<file path="config.mk">
export PLATFORM = sky130hd
export DESIGN_NAME = gyro_angle_integrator_flat
export DESIGN_NICKNAME = d
export VERILOG_FILES = /design/src/hdl/gai_pkg.sv /design/src/hdl/gai_if.sv /design/src/hdl/gyro_angle_integrator.sv /design/src/hdl/gai_lane.sv /design/src/hdl/gai_merge.sv /design/src/flat_wrapper.sv
export SDC_FILE = /design/constraint.sdc
export NUM_CORES = 2
export LEC_CHECK = 0
export BUFFER_PORTS_ARGS = -buffer_cell sky130_fd_sc_hd__buf_2
export CAP_MARGIN = 40
export CORE_MARGIN = 10
export CORE_UTILIZATION = 55
export CTS_CLUSTER_DIAMETER = 100
export DETAILED_ROUTE_END_ITERATION = 8
export PLACE_DENSITY = 0.68
export SLEW_MARGIN = 20
export SYNTH_ARGS = -nofsm -noshare
export SYNTH_HDL_FRONTEND = slang
export SYNTH_SLANG_ARGS = --single-unit
</file>
<file path="constraint.sdc">
create_clock -name clk -period 11.4 [get_ports clk]
set_input_delay 0.57 -clock clk [delete_from_list [all_inputs] [get_ports clk]]
set_output_delay 0.57 -clock clk [all_outputs]
set_load 0.02 [all_outputs]
</file>
<file path="src/hdl/gai_pkg.sv">
// Package for the gyro angle integrator: field widths, tone and LED codes,
// modulo constants and the lane control struct. No dependencies.
package gai_pkg;

    localparam int TIME_W   = 32;
    localparam int RATE_W   = 16;
    localparam int TICK_W   = 16;
    localparam int ANGLE_W  = 26;
    localparam int TONE_W   = 2;
    localparam int LED_W    = 4;

    localparam logic [TICK_W-1:0] TICK_MAX = '1;

    // Tone codes
    localparam logic [TONE_W-1:0] TONE_SILENT = 2'd0;
    localparam logic [TONE_W-1:0] TONE_DO     = 2'd1;
    localparam logic [TONE_W-1:0] TONE_RE     = 2'd2;
    localparam logic [TONE_W-1:0] TONE_MI     = 2'd3;

    // LED patterns
    localparam logic [LED_W-1:0] LED_OFF = 4'b0000;
    localparam logic [LED_W-1:0] LED_DO  = 4'b0001;
    localparam logic [LED_W-1:0] LED_RE  = 4'b0010;
    localparam logic [LED_W-1:0] LED_MI  = 4'b0100;
    localparam logic [LED_W-1:0] LED_ALL = 4'b1111;

    // Band edges of |z angle| in whole degrees
    localparam int BAND_DO_HI = 20;
    localparam int BAND_RE_LO = 35;
    localparam int BAND_RE_HI = 55;
    localparam int BAND_MI_LO = 70;
    localparam int BAND_MI_HI = 90;

    // 360 = 8 * 45, and 2^12 is 1 mod 45, so 12-bit chunks fold mod 45
    localparam int CHUNK_W   = 12;
    localparam int MOD_DIV   = 45;
    localparam int MOD_W     = 6;
    localparam int MOD_STEPS = 7;
    localparam int OCT_W     = 3;

    typedef struct packed {
        logic start;
        logic integ;
    } lane_ctl_t;

endpackage

</file>
<file path="src/hdl/gai_if.sv">
// Valid/ready channel interfaces for sensor records and angle results.
// Depends on gai_pkg.
interface gai_sample_if;
    import gai_pkg::*;

    logic                     valid;
    logic                     ready;
    logic [TIME_W-1:0]        time_stamp;
    logic signed [RATE_W-1:0] gyro_x;
    logic signed [RATE_W-1:0] gyro_y;
    logic signed [RATE_W-1:0] gyro_z;
    logic                     switch_level;

    modport source (output valid, time_stamp, gyro_x, gyro_y, gyro_z, switch_level,
                    input ready);
    modport sink   (input valid, time_stamp, gyro_x, gyro_y, gyro_z, switch_level,
                    output ready);
endinterface

interface gai_result_if;
    import gai_pkg::*;

    logic                      valid;
    logic                      ready;
    logic signed [ANGLE_W-1:0] angle_x;
    logic signed [ANGLE_W-1:0] angle_y;
    logic signed [ANGLE_W-1:0] angle_z;
    logic [TONE_W-1:0]         tone_code;
    logic [LED_W-1:0]          led_mask;

    modport source (output valid, angle_x, angle_y, angle_z, tone_code, led_mask,
                    input ready);
    modport sink   (input valid, angle_x, angle_y, angle_z, tone_code, led_mask,
                    output ready);
endinterface

</file>
<file path="src/hdl/gyro_angle_integrator.sv">
// Gyro angle integrator: three integrating lanes plus a tone/LED merge stage.
// One sample is processed at a time: the 8-stage lane pipeline holds a single record
// in flight, and a finished result waits in the output register while the next
// sample is taken. Reset (rst_n, async, active low) clears angles, rates, the held
// tone and the started flag; the first sample only captures its time.
module gyro_angle_integrator #(
    parameter int FRAC_BITS = 16
) (
    input  logic          clk,
    input  logic          rst_n,
    gai_sample_if.sink    sample,
    gai_result_if.source  result
);
    import gai_pkg::*;

    localparam int ACC_W = FRAC_BITS + 10;

    typedef enum logic [1:0] {
        S_IDLE,
        S_TICK,
        S_RUN,
        S_HOLD
    } state_t;

    state_t                    state_reg;
    logic                      started_reg;
    logic [TIME_W-1:0]         time_reg;
    logic [TIME_W-1:0]         diff_reg;
    logic                      integ_reg;
    logic signed [RATE_W-1:0]  gx_reg;
    logic signed [RATE_W-1:0]  gy_reg;
    logic signed [RATE_W-1:0]  gz_reg;
    logic                      sw_reg;

    logic                      out_valid_reg;
    logic signed [ANGLE_W-1:0] ax_reg;
    logic signed [ANGLE_W-1:0] ay_reg;
    logic signed [ANGLE_W-1:0] az_reg;
    logic [TONE_W-1:0]         tone_reg;
    logic [LED_W-1:0]          led_reg;

    logic                      accept;
    logic                      out_free;
    logic                      load_out;
    logic [TIME_W-1:0]         dabs;
    logic [TICK_W-1:0]         ticks;
    lane_ctl_t                 ctl;
    logic [2:0]                lane_done;
    logic signed [ACC_W-1:0]   acc_x;
    logic signed [ACC_W-1:0]   acc_y;
    logic signed [ACC_W-1:0]   acc_z;
    logic [TONE_W-1:0]         tone_next;
    logic [LED_W-1:0]          led_next;

    // Take a sample beat only when no record is in flight
    assign sample.ready = (state_reg == S_IDLE);
    assign accept       = sample.valid && sample.ready;

    // The output register is free when empty or being drained this cycle
    assign out_free = !out_valid_reg || result.ready;
    assign load_out = ((state_reg == S_RUN) && lane_done[0] && out_free) ||
                      ((state_reg == S_HOLD) && out_free);

    // Tick distance: magnitude of the wrapped difference, saturated to 16 bits
    assign dabs  = diff_reg[TIME_W-1] ? -diff_reg : diff_reg;
    assign ticks = (|dabs[TIME_W-1:TICK_W]) ? TICK_MAX : dabs[TICK_W-1:0];

    assign ctl.start = (state_reg == S_TICK);
    assign ctl.integ = integ_reg;

    gai_lane #(.FRAC_BITS(FRAC_BITS)) u_lane_x (
        .clk   (clk),
        .rst_n (rst_n),
        .ctl   (ctl),
        .rate  (gx_reg),
        .ticks (ticks),
        .done  (lane_done[0]),
        .angle (acc_x)
    );

    gai_lane #(.FRAC_BITS(FRAC_BITS)) u_lane_y (
        .clk   (clk),
        .rst_n (rst_n),
        .ctl   (ctl),
        .rate  (gy_reg),
        .ticks (ticks),
        .done  (lane_done[1]),
        .angle (acc_y)
    );

    gai_lane #(.FRAC_BITS(FRAC_BITS)) u_lane_z (
        .clk   (clk),
        .rst_n (rst_n),
        .ctl   (ctl),
        .rate  (gz_reg),
        .ticks (ticks),
        .done  (lane_done[2]),
        .angle (acc_z)
    );

    // Tone and LEDs follow the z angle; the held tone advances on each result
    gai_merge #(.FRAC_BITS(FRAC_BITS)) u_merge (
        .clk          (clk),
        .rst_n        (rst_n),
        .load         (load_out),
        .switch_level (sw_reg),
        .angle_z      (acc_z),
        .tone_code    (tone_next),
        .led_mask     (led_next)
    );

    always_ff @(posedge clk or negedge rst_n)
    begin
        if (!rst_n)
        begin
            state_reg     <= S_IDLE;
            started_reg   <= 1'b0;
            time_reg      <= '0;
            diff_reg      <= '0;
            integ_reg     <= 1'b0;
            gx_reg        <= '0;
            gy_reg        <= '0;
            gz_reg        <= '0;
            sw_reg        <= 1'b1;
            out_valid_reg <= 1'b0;
            ax_reg        <= '0;
            ay_reg        <= '0;
            az_reg        <= '0;
            tone_reg      <= TONE_SILENT;
            led_reg       <= LED_OFF;
        end
        else
        begin
            // Capture the sample; the first one only sets the time base
            if (accept)
            begin
                diff_reg    <= sample.time_stamp - time_reg;
                integ_reg   <= started_reg && (sample.time_stamp != time_reg);
                time_reg    <= sample.time_stamp;
                started_reg <= 1'b1;
                gx_reg      <= sample.gyro_x;
                gy_reg      <= sample.gyro_y;
                gz_reg      <= sample.gyro_z;
                sw_reg      <= sample.switch_level;
            end

            case (state_reg)
                S_IDLE:
                begin
                    if (accept)
                    begin
                        state_reg <= S_TICK;
                    end
                end
                S_TICK:
                begin
                    state_reg <= S_RUN;
                end
                S_RUN:
                begin
                    if (lane_done[0])
                    begin
                        state_reg <= out_free ? S_IDLE : S_HOLD;
                    end
                end
                S_HOLD:
                begin
                    if (out_free)
                    begin
                        state_reg <= S_IDLE;
                    end
                end
                default:
                begin
                    state_reg <= S_IDLE;
                end
            endcase

            // Load the result beat, or drop it once taken
            if (load_out)
            begin
                out_valid_reg <= 1'b1;
                ax_reg        <= ANGLE_W'(acc_x);
                ay_reg        <= ANGLE_W'(acc_y);
                az_reg        <= ANGLE_W'(acc_z);
                tone_reg      <= tone_next;
                led_reg       <= led_next;
            end
            else if (result.ready)
            begin
                out_valid_reg <= 1'b0;
            end
        end
    end

    assign result.valid     = out_valid_reg;
    assign result.angle_x   = ax_reg;
    assign result.angle_y   = ay_reg;
    assign result.angle_z   = az_reg;
    assign result.tone_code = tone_reg;
    assign result.led_mask  = led_reg;

endmodule

</file>
<file path="src/hdl/gai_lane.sv">
// One axis lane: trapezoidal increment, accumulate, signed modulo 360 degrees.
// Depends on gai_pkg.
module gai_lane #(
    parameter int FRAC_BITS = 16
) (
    input  logic                             clk,
    input  logic                             rst_n,
    input  gai_pkg::lane_ctl_t               ctl,
    input  logic signed [gai_pkg::RATE_W-1:0] rate,
    input  logic [gai_pkg::TICK_W-1:0]       ticks,
    output logic                             done,
    output logic signed [FRAC_BITS+9:0]      angle
);
    import gai_pkg::*;

    localparam int ACC_W  = FRAC_BITS + 10;
    localparam int RS_W   = RATE_W + 1;
    localparam int PROD_W = RS_W + TICK_W;
    localparam int PMAG_W = PROD_W - 1;
    localparam int BASE_W = PMAG_W + 4;
    localparam int SH_UP  = (FRAC_BITS >= 15) ? FRAC_BITS - 15 : 0;
    localparam int SH_DN  = (FRAC_BITS < 15) ? 15 - FRAC_BITS : 0;
    localparam int INC_W  = BASE_W + SH_UP;
    localparam int SUM_W  = INC_W + 2;
    localparam int MAG_W  = SUM_W - 1;
    localparam int Q_W    = MAG_W - FRAC_BITS - OCT_W;
    localparam int NCH    = (Q_W + CHUNK_W - 1) / CHUNK_W;
    localparam int CS_W   = CHUNK_W + $clog2(NCH + 1);
    localparam int FOLD_W = CHUNK_W + 1;
    localparam int STAGES = 8;

    logic [STAGES-1:0]         vl_reg;
    logic                      integ_reg;
    logic signed [RATE_W-1:0]  last_rate_reg;
    logic signed [ACC_W-1:0]   acc_reg;

    logic signed [RS_W-1:0]    rs_reg;
    logic [TICK_W-1:0]         tk_reg;
    logic signed [RATE_W-1:0]  rate_reg;
    logic signed [PROD_W-1:0]  prod_reg;
    logic [PMAG_W-1:0]         pm_reg;
    logic                      pneg_reg;
    logic [INC_W-1:0]          inc_reg;
    logic signed [SUM_W-1:0]   sum_reg;
    logic [CS_W-1:0]           csum_reg;
    logic [OCT_W-1:0]          oct_reg;
    logic [FRAC_BITS-1:0]      lo_reg;
    logic                      sneg_reg;
    logic [MOD_W-1:0]          r45_reg;

    logic signed [PROD_W-1:0]  rs_ext;
    logic signed [PROD_W-1:0]  tk_ext;
    logic signed [PROD_W-1:0]  prod_next;
    logic [PROD_W-1:0]         pabs;
    logic [BASE_W-1:0]         base;
    logic [INC_W-1:0]          inc_next;
    logic signed [SUM_W-1:0]   acc_s;
    logic signed [SUM_W-1:0]   inc_s;
    logic signed [SUM_W-1:0]   sum_next;
    logic [SUM_W-1:0]          sabs;
    logic [MAG_W-1:0]          mag;
    logic [NCH*CHUNK_W-1:0]    qpad;
    logic [CS_W-1:0]           csum_next;
    logic [FOLD_W-1:0]         rem;
    logic [ACC_W-2:0]          mag_new;
    logic signed [ACC_W-1:0]   acc_next;

    // Multiply rate sum by ticks
    assign rs_ext    = PROD_W'(rs_reg);
    assign tk_ext    = PROD_W'(signed'({1'b0, tk_reg}));
    assign prod_next = rs_ext * tk_ext;

    // Magnitude, times ten, scale to the fraction
    assign pabs     = prod_reg[PROD_W-1] ? PROD_W'(-prod_reg) : PROD_W'(prod_reg);
    assign base     = (BASE_W'(pm_reg) << 3) + (BASE_W'(pm_reg) << 1);
    assign inc_next = INC_W'(base >> SH_DN) << SH_UP;

    // Accumulate
    assign acc_s    = SUM_W'(acc_reg);
    assign inc_s    = signed'(SUM_W'(inc_reg));
    assign sum_next = pneg_reg ? acc_s - inc_s : acc_s + inc_s;

    // Split magnitude: fraction, low three bits of degrees, rest folded mod 45
    assign sabs = sum_reg[SUM_W-1] ? SUM_W'(-sum_reg) : SUM_W'(sum_reg);
    assign mag  = sabs[MAG_W-1:0];
    assign qpad = (NCH*CHUNK_W)'(mag[MAG_W-1:FRAC_BITS+OCT_W]);

    always_comb
    begin
        csum_next = '0;
        for (int i = 0; i < NCH; i++)
        begin
            csum_next = csum_next + CS_W'(qpad[i*CHUNK_W +: CHUNK_W]);
        end
    end

    // Restoring reduction of the folded chunk sum
    always_comb
    begin
        rem = FOLD_W'(csum_reg[CHUNK_W-1:0]) + FOLD_W'(csum_reg[CS_W-1:CHUNK_W]);
        for (int k = MOD_STEPS - 1; k >= 0; k--)
        begin
            if (rem >= FOLD_W'(MOD_DIV << k))
            begin
                rem = rem - FOLD_W'(MOD_DIV << k);
            end
        end
    end

    // Rebuild the reduced angle and restore its sign
    assign mag_new  = {r45_reg, oct_reg, lo_reg};
    assign acc_next = sneg_reg ? -signed'({1'b0, mag_new}) : signed'({1'b0, mag_new});

    always_ff @(posedge clk or negedge rst_n)
    begin
        if (!rst_n)
        begin
            vl_reg        <= '0;
            integ_reg     <= 1'b0;
            last_rate_reg <= '0;
            acc_reg       <= '0;
        end
        else
        begin
            vl_reg <= {vl_reg[STAGES-2:0], ctl.start};
            if (ctl.start)
            begin
                integ_reg <= ctl.integ;
            end
            if (vl_reg[STAGES-2] && integ_reg)
            begin
                acc_reg       <= acc_next;
                last_rate_reg <= rate_reg;
            end
        end
    end

    always_ff @(posedge clk)
    begin
        if (ctl.start)
        begin
            rs_reg   <= RS_W'(last_rate_reg) + RS_W'(rate);
            tk_reg   <= ticks;
            rate_reg <= rate;
        end
        if (vl_reg[0])
        begin
            prod_reg <= prod_next;
        end
        if (vl_reg[1])
        begin
            pm_reg   <= pabs[PMAG_W-1:0];
            pneg_reg <= prod_reg[PROD_W-1];
        end
        if (vl_reg[2])
        begin
            inc_reg <= inc_next;
        end
        if (vl_reg[3])
        begin
            sum_reg <= sum_next;
        end
        if (vl_reg[4])
        begin
            csum_reg <= csum_next;
            oct_reg  <= mag[FRAC_BITS+OCT_W-1:FRAC_BITS];
            lo_reg   <= mag[FRAC_BITS-1:0];
            sneg_reg <= sum_reg[SUM_W-1];
        end
        if (vl_reg[5])
        begin
            r45_reg <= rem[MOD_W-1:0];
        end
    end

    assign done  = vl_reg[STAGES-1];
    assign angle = acc_reg;

endmodule

</file>
<file path="src/hdl/gai_merge.sv">
// Merge stage: picks tone code and LED mask from the z lane and holds the tone.
// Depends on gai_pkg.
module gai_merge #(
    parameter int FRAC_BITS = 16
) (
    input  logic                          clk,
    input  logic                          rst_n,
    input  logic                          load,
    input  logic                          switch_level,
    input  logic signed [FRAC_BITS+9:0]   angle_z,
    output logic [gai_pkg::TONE_W-1:0]    tone_code,
    output logic [gai_pkg::LED_W-1:0]     led_mask
);
    import gai_pkg::*;

    localparam int ACC_W = FRAC_BITS + 10;
    localparam logic [ACC_W-1:0] LIM_DO_HI = ACC_W'(BAND_DO_HI) << FRAC_BITS;
    localparam logic [ACC_W-1:0] LIM_RE_LO = ACC_W'(BAND_RE_LO) << FRAC_BITS;
    localparam logic [ACC_W-1:0] LIM_RE_HI = ACC_W'(BAND_RE_HI) << FRAC_BITS;
    localparam logic [ACC_W-1:0] LIM_MI_LO = ACC_W'(BAND_MI_LO) << FRAC_BITS;
    localparam logic [ACC_W-1:0] LIM_MI_HI = ACC_W'(BAND_MI_HI) << FRAC_BITS;

    logic [TONE_W-1:0] held_tone_reg;
    logic [ACC_W-1:0]  mz;

    assign mz = angle_z[ACC_W-1] ? ACC_W'(-angle_z) : ACC_W'(angle_z);

    always_comb
    begin
        if (switch_level)
        begin
            tone_code = TONE_SILENT;
            led_mask  = LED_OFF;
        end
        else if (mz < LIM_DO_HI)
        begin
            tone_code = TONE_DO;
            led_mask  = LED_DO;
        end
        else if (mz >= LIM_RE_LO && mz < LIM_RE_HI)
        begin
            tone_code = TONE_RE;
            led_mask  = LED_RE;
        end
        else if (mz >= LIM_MI_LO && mz < LIM_MI_HI)
        begin
            tone_code = TONE_MI;
            led_mask  = LED_MI;
        end
        else
        begin
            tone_code = held_tone_reg;
            led_mask  = LED_ALL;
        end
    end

    always_ff @(posedge clk or negedge rst_n)
    begin
        if (!rst_n)
        begin
            held_tone_reg <= TONE_SILENT;
        end
        else if (load)
        begin
            held_tone_reg <= tone_code;
        end
    end

endmodule

</file>
<file path="src/flat_wrapper.sv">
// flat-port wrapper written by rule: the top's interface ports become plain ports
module gyro_angle_integrator_flat import gai_pkg::*;
#(
    parameter int FRAC_BITS = 16
)
  (clk, rst_n, sample_valid, sample_time_stamp, sample_gyro_x, sample_gyro_y, sample_gyro_z, sample_switch_level, sample_ready, result_valid, result_angle_x, result_angle_y, result_angle_z, result_tone_code, result_led_mask, result_ready);
  gai_sample_if sample_i ();
  gai_result_if result_i ();
  input  logic clk;
  input  logic rst_n;
  input wire logic [$bits(sample_i.valid)-1:0] sample_valid;
  input wire logic [$bits(sample_i.time_stamp)-1:0] sample_time_stamp;
  input wire logic [$bits(sample_i.gyro_x)-1:0] sample_gyro_x;
  input wire logic [$bits(sample_i.gyro_y)-1:0] sample_gyro_y;
  input wire logic [$bits(sample_i.gyro_z)-1:0] sample_gyro_z;
  input wire logic [$bits(sample_i.switch_level)-1:0] sample_switch_level;
  output wire logic [$bits(sample_i.ready)-1:0] sample_ready;
  output wire logic [$bits(result_i.valid)-1:0] result_valid;
  output wire logic [$bits(result_i.angle_x)-1:0] result_angle_x;
  output wire logic [$bits(result_i.angle_y)-1:0] result_angle_y;
  output wire logic [$bits(result_i.angle_z)-1:0] result_angle_z;
  output wire logic [$bits(result_i.tone_code)-1:0] result_tone_code;
  output wire logic [$bits(result_i.led_mask)-1:0] result_led_mask;
  input wire logic [$bits(result_i.ready)-1:0] result_ready;
  assign sample_i.valid = sample_valid;
  assign sample_i.time_stamp = sample_time_stamp;
  assign sample_i.gyro_x = sample_gyro_x;
  assign sample_i.gyro_y = sample_gyro_y;
  assign sample_i.gyro_z = sample_gyro_z;
  assign sample_i.switch_level = sample_switch_level;
  assign sample_ready = sample_i.ready;
  assign result_valid = result_i.valid;
  assign result_angle_x = result_i.angle_x;
  assign result_angle_y = result_i.angle_y;
  assign result_angle_z = result_i.angle_z;
  assign result_tone_code = result_i.tone_code;
  assign result_led_mask = result_i.led_mask;
  assign result_i.ready = result_ready;
  gyro_angle_integrator #(.FRAC_BITS(FRAC_BITS)) u_core (.clk(clk), .rst_n(rst_n), .sample(sample_i), .result(result_i));
endmodule
</file>
* Yosys cells after proc, flatten, opt, wreduce, memory -nomap -nowiden *
Cells that the tools add are included.

word-level totals
  logic and storage cells = 218
  input bits = 85
  bits in registers = 1007
  output and inout port bits = 86

operators by class
  $mul = 3
  add/subtract/negate cells = 51
  equality and inequality tests = 7
  mux-type cells = 50
  $lt $le $gt $ge = 26
  reductions and logical operators = 19

operators by type and width
  kind                                                                                   count
  13-bit 2-to-1 mux                                                                      18
  32-bit 2-to-1 mux                                                                      4
  32-bit negator                                                                         4
  26-bit by 38-bit adder with 39-bit output                                              3
  39-bit 2-to-1 mux                                                                      3
  26-bit by 38-bit subtractor with 39-bit output                                         3
  38-bit 2-to-1 mux                                                                      3
  38-bit negator                                                                         3
  35-bit by 33-bit adder with 36-bit output                                              3
  26-bit 2-to-1 mux                                                                      4
  17-bit by 17-bit multiplier with 33-bit output                                         3
  25-bit negator with 26-bit output                                                      3
  16-bit by 16-bit adder with 17-bit output                                              3
  12-bit by 7-bit adder with 13-bit output                                               3
  13-bit by 10-bit greater-or-equal comparator with 1-bit output, second input constant  3
  13-bit by 11-bit greater-or-equal comparator with 1-bit output, second input constant  3
  13-bit by 12-bit greater-or-equal comparator with 1-bit output, second input constant  3
  13-bit by 6-bit greater-or-equal comparator with 1-bit output, second input constant   3
  13-bit by 7-bit greater-or-equal comparator with 1-bit output, second input constant   3
  13-bit by 8-bit greater-or-equal comparator with 1-bit output, second input constant   3
  13-bit by 9-bit greater-or-equal comparator with 1-bit output, second input constant   3
  13-bit by 10-bit subtractor with 13-bit output, second input constant                  3
  13-bit by 11-bit subtractor with 13-bit output, second input constant                  3
  13-bit by 12-bit subtractor with 13-bit output, second input constant                  3
  32 further kinds                                                                       66

* Depth between registers and ports, before layout *
  depth in word-level cells = 15
  depth in mapped cells = 39

* Cells and area by module *
A second synthesis with hierarchy kept.

unflattened totals
  cell total of the unflattened synthesis = 9404
  area total of the unflattened synthesis = 92780.2 sq um

by module, submodules not included
  module                       cells an instance  sequential area each (sq um)  area each (sq um)  times used
  gai_lane at u_core.u_lane_x  2778               8122.8                        27475.1            1
  gai_lane at u_core.u_lane_z  2773               8122.8                        27327.5            1
  gai_lane at u_core.u_lane_y  2712               8122.8                        27107.2            1
  gyro_angle_integrator        1042               5056.1                        10102.2            1
  gai_merge                    99                 50.0                          768.2              1

* Worst setup path before layout *
No wires, ideal clock.

  path kind = register to register
  from = reg u_core.u_lane_x.csum_reg[0]
  to = reg u_core.u_lane_x.r45_reg[3] (data pin)
  required time = 11.132 ns
  arrival time = 7.422 ns
  cell stages (with the launch flop) = 32
  path slack = 3.710 ns
  cell sequence = edfxtp_1 -> ha_1 -> ha_1 -> and2_1 -> buf_2 -> a21boi_0 -> nor2_1 -> ha_1 -> or4_1 -> a32oi_1 -> o2bb2ai_2 -> a21o_1 -> o31ai_1 -> nor4_1 -> o41ai_1 -> a2111oi_2 -> o31ai_2 -> a31oi_2 -> nand2b_4 -> a311o_1 -> or3b_1 -> nand3_1 -> a21oi_1 -> o31a_1 -> nor2_4 -> mux2_1 -> o22ai_1 -> a221oi_2 -> o21ai_4 -> o2bb2ai_1 -> a221oi_2 -> xnor2_1

between the ends
  word-level cells in the longest chain between the ends = 15

ends and longest elaborated chain
  item                                                                                                                              RTL line                          text
  start: declaration                                                                                                                gai_lane.sv:45                    logic [CS_W-1:0] csum_reg;
  start signal: assignment                                                                                                          gai_lane.sv:165                   csum_reg <= csum_next;
  12-bit by 2-bit adder with 13-bit output (*)                                                                                      gai_lane.sv:100                   rem = FOLD_W'(csum_reg[CHUNK_W-1:0]) + FOLD_W'(csum_reg[CS_W-1:CHUNK_W]);
  13-bit by 12-bit subtractor with 13-bit output or 13-bit by 12-bit greater-or-equal comparator with 1-bit output (tied branches)  gai_lane.sv:105, gai_lane.sv:103
  13-bit 2-to-1 mux (*)                                                                                                             gai_lane.sv:103                   if (rem >= FOLD_W'(MOD_DIV << k))
  13-bit by 11-bit subtractor with 13-bit output or 13-bit by 11-bit greater-or-equal comparator with 1-bit output (tied branches)  gai_lane.sv:105, gai_lane.sv:103
  13-bit 2-to-1 mux (*)                                                                                                             gai_lane.sv:103
  13-bit by 10-bit subtractor with 13-bit output or 13-bit by 10-bit greater-or-equal comparator with 1-bit output (tied branches)  gai_lane.sv:105, gai_lane.sv:103
  13-bit 2-to-1 mux (*)                                                                                                             gai_lane.sv:103
  13-bit by 9-bit subtractor with 13-bit output or 13-bit by 9-bit greater-or-equal comparator with 1-bit output (tied branches)    gai_lane.sv:105, gai_lane.sv:103
  13-bit 2-to-1 mux (*)                                                                                                             gai_lane.sv:103
  13-bit by 8-bit subtractor with 13-bit output or 13-bit by 8-bit greater-or-equal comparator with 1-bit output (tied branches)    gai_lane.sv:105, gai_lane.sv:103
  13-bit 2-to-1 mux (*)                                                                                                             gai_lane.sv:103
  13-bit by 7-bit subtractor with 13-bit output or 13-bit by 7-bit greater-or-equal comparator with 1-bit output (tied branches)    gai_lane.sv:105, gai_lane.sv:103
  13-bit 2-to-1 mux (*)                                                                                                             gai_lane.sv:103
  13-bit by 6-bit greater-or-equal comparator with 1-bit output or 6-bit subtractor (tied branches)                                 gai_lane.sv:103, gai_lane.sv:105
  6-bit 2-to-1 mux (*)                                                                                                              gai_lane.sv:103
  via u_core.u_lane_x.rem[3]                                                                                                        gai_lane.sv:64                    logic [FOLD_W-1:0] rem;
  end signal: assignment                                                                                                            gai_lane.sv:172                   r45_reg <= rem[MOD_W-1:0];
  end: declaration                                                                                                                  gai_lane.sv:49                    logic [MOD_W-1:0] r45_reg;

The timed path passes the listed nets; every way through them passes the cells marked *.
A chain may end at the register's enable or synchronous reset.

* Final worst setup path *
Ends and elaborated chain as after synthesis.

==> run_results.csv <==
group,metric,value,unit
outcome,status,"completed",
logic_synthesis,synth_commonest_cells,"inv_1 (1,288), nand2_1 (1,185), fa_1 (832), edfxtp_1 (652), xnor2_1 (604)",
logic_synthesis,yosysSeqAreaShare,31.2,%
worst_setup_path,crit_path_frequent_cell,"ha_1",
timing,fin_crit,9.03,ns
timing,max-slew-margin-rel,37.7,%
timing,slew_viol_final,0,
worst_setup_path,worst_ep_arrival_time,9.52,ns
global_routing,antenna_found_initial,3,
worst_setup_path,endpoint_kind,"register",
timing,finalHoldViolations,0,
min_path,hold_class,"primary input to register",
drt,vias,64460,
logic_synthesis,yosys.area.top_type,"edfxtp_1",
drt,finalWirelength,205000,µm
final_layout,num-fill-cells,13785,
logic_synthesis,synth_fp_nets,10724,
worst_setup_path,path_class,"register to register",
drt,viasPerCell,5.55,
worst_setup_path,cp_slowest_cell,"o41ai_1",
die,fp.dieW,424,µm
clocking,cts-resized-gates,0,
timing,period_share,79.2,%
global_routing,grtUsageTotal,22.8,%
logic_synthesis,async_reset_ff_share,34.1,%
drt,drc_errors,0,
timing,worstMarginPinSlew,0.909,ns
logic_synthesis,avgSynthCellArea,9.73,µm²
clocking,max-clock-path-buffers,3,
final_layout,final_nets,10840,
placement,dp_slack,2.46,ns
drt,drt_iter0_markers,4309,
placement,dp_cells,11350,
timing,clock.fmax,111,MHz
timing,clock_skew,0.0721,ns
timing,fin_ws,2.37,ns
die,die_y,424,µm
flow_run,maxCapViolations,0,
logic_synthesis,synth_cells,9231,
final_layout,fin_cells,11618,
global_routing,grt_max_degree,86,
clocking,post_cts_buffers,0,
logic_synthesis,ys.flop_type,"edfxtp_1",
die,start_util,55.3,%
die,core-area,163000,µm²
clocking,clkSinkCount,989,
logic_synthesis,synth_edf_count,652,
logic_synthesis,ys_ff_latch,989,
logic_synthesis,yosys.area.top_type_share,21.8,%
timing,setup_viol,0,
worst_setup_path,cp-start-kind,"register",
timing,grt_setup_unrepaired,"no",
die,dieArea,180000,µm²
logic_synthesis,post-synth-top-count-cell,"inv_1",
global_routing,overflow,0,
global_routing,grt_pass1_wl,339000,µm
logic_synthesis,synth.distinct_cells,132,
drt,drt_pass1_iterations,8,
final_layout,antenna_cells,0,
clocking,cts_tree,"built",
die,ioPinCount,171,
placement,portBuffers,170,
final_layout,drive_above_1_share,7.25,%
worst_setup_path,critPathRequiredTime,11.90,ns
timing,tns,0,ns
clocking,cts.root.buffer_cell,"clkbuf_16",
clocking,cts_buffers,110,
clocking,clk-insertion-delay-late,0.78,ns
logic_synthesis,syn_area,89900,µm²
worst_setup_path,path_max_fanout,12,
clocking,clk_pin_slew,0.06,ns
worst_setup_path,slowest_delay,0.72,ns
placement,gp_congestion,0.886,
drt,post_drt_wl_per_cell,17.7,µm
logic_synthesis,yosys_warnings,0,
placement,dp_hpwl,161000,µm
final_layout,final_util,60.0,%
logic_synthesis,netlist_top_cells_area,"edfxtp_1 (22%), fa_1 (19%), dfrtp_1 (9.4%), ha_1 (8.0%), xnor2_1 (5.9%)",
global_routing,grt_pass1_vias,66174,
final_layout,syn2layout_area_growth,8.56,%
die,rows,148,
clocking,cts_max_level,3,
drt,ant_nets,0,
layout make-up:
type	instances	area, µm²	area share (%)
clock buffers	149	3110	3.19
clock inverters	59	701	0.718
inverters	1288	4830	4.96
multi-input cells	6662	55900	57.3
flip-flops and latches	989	28000	28.7
well taps	2175	2720	2.79
repair buffers	296	2260	2.32
repair_timing:
action | in CTS | in global routing
hold buffers | 49 | 0
hold endpoints to repair | 129 | 0
endpoints found under the setup margin | 0 | 0
stage by stage:
step | hold WS [ns] | cell area, µm²
floorplan | 0.274 | 89900
global placement | 0.445 | 92700
detailed placement | 0.454 | 93100
CTS | 0.000599 | 97400
global route | 0.0218 | 97600
finish | 0.0637 | 97600
cells by family (layout without fill, tap and decap cells):
group / after synthesis / after routing / synth area share [%]
and+or+nand+nor: 2819 / 2819 / 14.9
buffers and inverters: 1580 / 1792 / 6.68
AOI/OAI and AO/OA: 1450 / 1450 / 10.6
adders and majority gates: 1410 / 1410 / 26.6
DFF: 989 / 989 / 31.2
xor gates and xnor gates: 796 / 796 / 7.84
muxes: 187 / 187 / 2.30
worst max-delay path, delay by kind of cell (launching register included):
family | cells | cell delay (ns)
simple gates | 8 | 2.34
fa+ha+maj | 3 | 0.86
compound gates | 17 | 4.74
mux | 1 | 0.34
flops | 1 | 0.38
xor+xnor | 1 | 0.11
path summary, 6_finish.rpt:
check                                            startpoint                         end  slack (ns)  cells after the start
worst min-delay path                  sample_time_stamp[12]         u_core.time_reg[12]        0.06                      2
worst min register to register    u_core.u_lane_y.pm_reg[0]  u_core.u_lane_y.inc_reg[2]        0.43                      0
min in group asynchronous                             rst_n    u_core.u_lane_z.angle[4]        0.35                      2
worst max register to register  u_core.u_lane_x.csum_reg[0]  u_core.u_lane_x.r45_reg[3]        2.37                     30
max in group asynchronous                             rst_n            u_core.gy_reg[9]        9.39                      5
worst max-delay path            u_core.u_lane_x.csum_reg[0]  u_core.u_lane_x.r45_reg[3]        2.37                     30
per-layer routing:
layer	track usage [%]	wire length, µm	up-vias
met4	6.82	6300	0
met5	0	0	-
met2	38.8	98100	1532
met1	30.3	91000	31644
li1	-	-	30925
met3	3.08	9950	359
layout by cell type (no fill, tap or decap), types with 54 or more instances in the layout:
cell type,n
inv_1,1288
and2_1,398
a21oi_1,274
o21ai_0,497
dfrtp_1,331
or4_1,59
nor3_1,156
fa_1,832
nand2b_1,64
xor2_1,184
or3_1,80
mux2_2,142
o31ai_1,115
clkbuf_16,114
nand3_1,105
nor4_1,54
nand2_1,1183
buf_2,171
o41ai_1,54
edfxtp_1,652
a21boi_0,108
xnor2_1,604
ha_1,576
nor2_1,498
Power is left out: the tool's default activity adds up to more than one toggle a clock period on the data nets, which glitch-free logic cannot reach.
